===== config.mk =====
export PLATFORM = sky130hd
export DESIGN_NAME = uudecode_line_stream
export DESIGN_NICKNAME = d
export VERILOG_FILES = /design/src/rtl/uudec_pkg.sv /design/src/rtl/uudec_ctrl.sv /design/src/rtl/uudec_dpath.sv /design/src/rtl/uudecode_line_stream.sv
export SDC_FILE = /design/constraint.sdc
export NUM_CORES = 1
export LEC_CHECK = 0
export BUFFER_PORTS_ARGS = -buffer_cell sky130_fd_sc_hd__buf_2
export CAP_MARGIN = 20
export CORE_UTILIZATION = 45
export CTS_BUF_LIST = sky130_fd_sc_hd__clkbuf_16
export DETAILED_ROUTE_END_ITERATION = 8
export GPL_TIMING_DRIVEN = 1
export PLACE_DENSITY_LB_ADDON = 0.15
export SYNTH_ARGS = -nofsm -noshare
export SYNTH_HDL_FRONTEND = slang
export SYNTH_SLANG_ARGS = --single-unit

===== constraint.sdc =====
create_clock -name clk -period 4.3 [get_ports clk]
set_input_delay 0.86 -clock clk [delete_from_list [all_inputs] [get_ports clk]]
set_output_delay 0.86 -clock clk [all_outputs]
set_load 0.02 [all_outputs]

===== src/rtl/uudec_pkg.sv =====
// uudec_pkg: item types, decoder constants and controller/datapath interface structs
package uudec_pkg;

	localparam int SEXTET_W = 6;
	localparam logic [SEXTET_W-1:0] CODE_BIAS = 6'd32;

	typedef struct packed {
		logic [7:0] char_code;
		logic       line_end;
	} in_item_t;

	typedef struct packed {
		logic [7:0] data_byte;
		logic       last_byte;
	} out_item_t;

	typedef struct packed {
		logic load_count;
		logic feed;
		logic zero_val;
		logic clear;
	} uudec_cmd_t;

	typedef struct packed {
		logic in_line;
		logic left_zero;
		logic slot_free;
	} uudec_sts_t;

	function automatic logic [SEXTET_W-1:0] to_sextet(input logic [7:0] code);
		to_sextet = code[SEXTET_W-1:0] - CODE_BIAS;
	endfunction

endpackage


===== src/rtl/uudec_ctrl.sv =====
// uudec_ctrl: line controller, sequences character intake and the early-end flush
module uudec_ctrl import uudec_pkg::*; (
	input  logic       clk,
	input  logic       arst_n,
	input  logic       in_valid,
	input  logic       line_end,
	output logic       in_ready,
	input  uudec_sts_t sts,
	output uudec_cmd_t cmd
);

	localparam logic ST_ACCEPT = 1'b0;
	localparam logic ST_FLUSH  = 1'b1;

	logic state_q;
	logic state_d;
	logic take;

	assign in_ready = (state_q == ST_ACCEPT) && sts.slot_free;
	assign take     = in_valid && in_ready;

	always_comb begin
		cmd     = '0;
		state_d = state_q;
		unique case (state_q)
			ST_ACCEPT: begin
				if (take) begin
					cmd.load_count = !sts.in_line;
					cmd.feed       = sts.in_line;
					if (line_end) begin
						state_d = ST_FLUSH;
					end
				end
			end
			ST_FLUSH: begin
				if (sts.left_zero) begin
					cmd.clear = 1'b1;
					state_d   = ST_ACCEPT;
				end else if (sts.slot_free) begin
					cmd.feed     = 1'b1;
					cmd.zero_val = 1'b1;
				end
			end
			default: begin
				state_d = ST_ACCEPT;
			end
		endcase
	end

	always_ff @(posedge clk or negedge arst_n) begin
		if (!arst_n) begin
			state_q <= ST_ACCEPT;
		end else begin
			state_q <= state_d;
		end
	end

endmodule


===== src/rtl/uudec_dpath.sv =====
// uudec_dpath: line state, sextet assembly and the output item register
module uudec_dpath import uudec_pkg::*; (
	input  logic       clk,
	input  logic       arst_n,
	input  in_item_t   in_item,
	input  uudec_cmd_t cmd,
	output uudec_sts_t sts,
	output logic       out_valid,
	input  logic       out_ready,
	output out_item_t  out_item
);

	logic                in_line_q;
	logic [5:0]          bytes_left_q;
	logic [1:0]          group_pos_q;
	logic [SEXTET_W-1:0] prev_sextet_q;
	logic                out_valid_q;
	out_item_t           out_item_q;

	logic [SEXTET_W-1:0] v;
	logic [7:0]          byte_val;
	logic [5:0]          left_dec;
	logic                active;
	logic                emit;

	assign v        = cmd.zero_val ? '0 : to_sextet(in_item.char_code);
	assign left_dec = bytes_left_q - 6'd1;
	assign active   = cmd.feed && (bytes_left_q != '0);
	assign emit     = active && (group_pos_q != 2'd0);

	always_comb begin
		unique case (group_pos_q)
			2'd1:    byte_val = {prev_sextet_q, v[5:4]};
			2'd2:    byte_val = {prev_sextet_q[3:0], v[5:2]};
			2'd3:    byte_val = {prev_sextet_q[1:0], v};
			default: byte_val = '0;
		endcase
	end

	assign sts.in_line   = in_line_q;
	assign sts.left_zero = (bytes_left_q == '0);
	assign sts.slot_free = !out_valid_q || out_ready;

	always_ff @(posedge clk or negedge arst_n) begin
		if (!arst_n) begin
			in_line_q     <= 1'b0;
			bytes_left_q  <= '0;
			group_pos_q   <= '0;
			prev_sextet_q <= '0;
		end else if (cmd.clear) begin
			in_line_q     <= 1'b0;
			bytes_left_q  <= '0;
			group_pos_q   <= '0;
			prev_sextet_q <= '0;
		end else if (cmd.load_count) begin
			in_line_q     <= 1'b1;
			bytes_left_q  <= v;
			group_pos_q   <= '0;
			prev_sextet_q <= '0;
		end else if (active) begin
			prev_sextet_q <= v;
			group_pos_q   <= group_pos_q + 2'd1;
			if (emit) begin
				bytes_left_q <= left_dec;
			end
		end
	end

	always_ff @(posedge clk or negedge arst_n) begin
		if (!arst_n) begin
			out_valid_q <= 1'b0;
		end else if (emit) begin
			out_valid_q <= 1'b1;
		end else if (out_ready) begin
			out_valid_q <= 1'b0;
		end
	end

	always_ff @(posedge clk) begin
		if (emit) begin
			out_item_q.data_byte <= byte_val;
			out_item_q.last_byte <= (left_dec == '0);
		end
	end

	assign out_valid = out_valid_q;
	assign out_item  = out_item_q;

	a_feed_slot: assert property (@(posedge clk) disable iff (!arst_n)
		cmd.feed |-> sts.slot_free)
		else $error("feed issued while output item still held");

	a_idle_clean: assert property (@(posedge clk) disable iff (!arst_n)
		!in_line_q |-> (bytes_left_q == '0) && (group_pos_q == 2'd0))
		else $error("line state not clear outside a line");

	a_load_once: assert property (@(posedge clk) disable iff (!arst_n)
		cmd.load_count |-> !in_line_q)
		else $error("count loaded inside a line");

	a_emit_valid: assert property (@(posedge clk) disable iff (!arst_n)
		emit |=> out_valid_q)
		else $error("emitted byte not presented");

endmodule


===== src/rtl/uudecode_line_stream.sv =====
// uudecode_line_stream: top level of the streaming uudecode line decoder
//
//   channel | direction | handshake            | payload
//   in      | input     | in_valid / in_ready  | in_item  (char_code, line_end)
//   out     | output    | out_valid / out_ready | out_item (data_byte, last_byte)
//
// one character per cycle while the output register is free or being drained
// a line end with bytes still owed leads into a flush that feeds zero sextets until
// the count is spent; every line end then passes a clear step that resets the line state
// intake is held during the flush and the clear cycle
// arst_n clears the controller, line state and output valid
// out_ready low stalls intake once the output register holds an item
module uudecode_line_stream import uudec_pkg::*; (
	input  logic      clk,
	input  logic      arst_n,
	input  logic      in_valid,
	output logic      in_ready,
	input  in_item_t  in_item,
	output logic      out_valid,
	input  logic      out_ready,
	output out_item_t out_item
);

	uudec_cmd_t cmd;
	uudec_sts_t sts;

	uudec_ctrl u_ctrl (
		.clk      (clk),
		.arst_n   (arst_n),
		.in_valid (in_valid),
		.line_end (in_item.line_end),
		.in_ready (in_ready),
		.sts      (sts),
		.cmd      (cmd)
	);

	uudec_dpath u_dpath (
		.clk       (clk),
		.arst_n    (arst_n),
		.in_item   (in_item),
		.cmd       (cmd),
		.sts       (sts),
		.out_valid (out_valid),
		.out_ready (out_ready),
		.out_item  (out_item)
	);

endmodule

==> reports/qor.csv <==
metric,value,unit
finalPower,1.288,mW
syn2layout_area_growth,13.76,%
ys_async_sr_fraction,65.38,%
fin_cells,200,
syn_area_per_cell,10.30,um^2
htree_levels,1,
clock-sinks,26,
initial_core_util,47.85,%
slowest_stage,nor2_1,
grt_pass1_vias,1057,
fin_tns_setup,0,ps
rsz0062_at_grt,no,
synth-edff-count,9,
synth.top_cells.by_count,"17 x dfrtp_1, 14 x nor2_1, 10 x nand2_1, 9 x edfxtp_1, 8 x a22o_1",
synth_ff_type,dfrtp_1,
cp_max_fo,9,
nets,176,
worstPathCellList,inv_1 -> ha_1 -> or4b_1 -> nor2_8 -> or3_1 -> nor2_1,
antenna_found_initial,0,
synth.area.top_cells,"dfrtp_1 29%, edfxtp_1 18%, ha_1 5.1%",
cp.required,4200,ps
grt_max_degree,18,
ctsResizeCount,0,
synth_top_area_share,28.89,%
remaining_drc_errors,0,
post-place-ws,1726,ps
setup_violations,0,
path_clk_slew,70,ps
synth_cells,143,
fmax,388.2,MHz
min_period,2576,ps
io-pin-count,24,
cap_violations,0,
layout_setup_ws,1724,ps
cp-end-kind,register,
die_x,59.21,um
critPathMaxStageDelay,530,ps
syn-cell-area,1473,um^2
yosysSeqAreaShare,47.24,%
routed_wirelength,2936,um
groute.layer.met3.usage,2.620,%
cts_buffers,3,
grt_pass1_wl,5016,um
avgRoutedWirePerCell,14.68,um
track_usage,19.46,%
synth-seq-cells,26,
hold_viol_final,0,
worstPathArrival,2470,ps
cts_setup_buffers,0,
leakage,0.7255,nW
fin_skew,8.043,ps
clock_path_buffers,2,
hp-class,register to register,
vias,1183,
worst_pin_slew,718.1,ps
diodes,0,
crit_family,simple AND/OR/NAND/NOR gates,
antenna_left,0,
dr.pass1.iters,5,
grt.busiest_layer,met2,
overflow,0,
die_area,3505,um^2
irDropWorstVdd,0.3141,mV
drtIter0Drc,42,
io_buffers,21,
yosysWarnings,0,
place.gp.congestion,0.8431,
syn_nets,162,
yosysMostFrequentCell,dfrtp_1,
use_met2,30.34,%
hpwl,2122,um
slew_violations,0,
cts_tree,done,
rows,20,
critPathBufInv,1,
place_inst,196,
grt_use_met1,26.57,%
synth_cell_types,42,
avgViaCountPerCell,5.915,
synth_largest_area_cell,dfrtp_1,
fin_crit_sh,59.91,%
coreArea,3078,um^2
drive_gt1_share,19.87,%
maxSlewHeadroom,51.76,%
clockRootBuffer,clkbuf_16,
worst_setup_path_start_kind,register,
path_class,register to register,
insertion_delay,270,ps
p_per_area,768.8,nW/um^2
ctsHoldBuffers,0,
status,finished clean,
fp.dieH,59.21,um
worst register-to-register path: stages (launching register included):
cell and delay (ps):
dfrtp_1 430, inv_1 70, ha_1 270, or4b_1 410
nor2_8 50, or3_1 470, nor2_1 530
report_power, final:
part | internal (mW) | total [mW] | switching, mW
Clock | 0.185 | 0.272 | 0.0870
Sequential | 0.381 | 0.476 | 0.0957
Combinational | 0.218 | 0.539 | 0.322
metal layers:
layer	share of wire, %	up-vias	wire length (um)
li1	-	564	-
met1	48	564	1403
met2	45	48	1328
met3	4.5	7	132
met4	2.5	0	72
met5	0	-	0
layout make-up:
| cell class | instances | area (um^2) |
|---|---|---|
| inverter | 6 | 22.52 |
| sequential | 26 | 695.7 |
| multi-input combinational | 99 | 691.9 |
| clock buffer | 3 | 75.07 |
| tap | 44 | 55.05 |
| fill | 298 | 1403 |
| clock inverter | 1 | 30.03 |
| timing repair buffer | 21 | 105.1 |
worst paths after layout:
| path | start | endpoint | slack, ps | depth (start not counted) |
|---|---|---|---|---|
| max | u_dpath.bytes_left_q[0] | u_dpath.out_item[0] | 1720 | 6 |
| min | u_dpath.prev_sextet_q[5] | u_dpath.prev_sextet_q[5] | 500 | 1 |
| min reg2reg | u_dpath.prev_sextet_q[5] | u_dpath.prev_sextet_q[5] | 500 | 1 |
| max reg2reg | u_dpath.bytes_left_q[0] | u_dpath.out_item[0] | 1720 | 6 |
| max in group asynchronous | arst_n | u_dpath.bytes_left_q[2] | 3490 | 1 |
| min in group asynchronous | arst_n | u_dpath.group_pos_q[1] | 520 | 1 |
through the flow:
stage / hold WS, ps / utilization, % / instance area, um^2
floorplan: 466.2 / - / 1473
CTS: 505.6 / 54.43 / 1675
global placement: 485.4 / 51.02 / 1570
global route: 520.0 / 54.43 / 1675
detailed placement: 486.3 / 51.02 / 1570
finish: 499.5 / 54.43 / 1675
cells in the final DEF (no fill, tap or decap), types with 2 or more instances in the layout:
cell	netlist	layout
a21oi_1	5	5
a222oi_1	4	4
a22o_1	8	8
a22oi_1	5	5
and3_1	2	2
buf_2	2	21
clkbuf_16	0	3
dfrtp_1	17	17
edfxtp_1	9	9
ha_1	6	6
inv_1	6	6
nand2_1	10	10
nand2b_1	2	2
nand3_1	5	5
nor2_1	14	14
nor2b_1	3	3
nor4_1	2	2
o211ai_1	4	4
o21a_1	3	3
o21ai_0	5	5
or3_1	2	2
flip-flops by register name, indices dropped and copies added, names as in the netlist:
register               count
u_dpath.prev_sextet_q      6
u_dpath.in_line_q          1
u_ctrl.state_q             1
u_dpath.group_pos_q        2
u_dpath.out_item           9
u_dpath.bytes_left_q       6
u_dpath.out_valid          1
logic make-up after synthesis:
group           share of synthesized area (%)
flops                                   47.24
fa+ha+maj                               5.098
mux                                    0.7646
xor+xnor                                1.190
compound gates                          23.11
buf+inv                                 5.777
simple gates                            16.82
No activity file was read; power rests on OpenSTA's default activity.
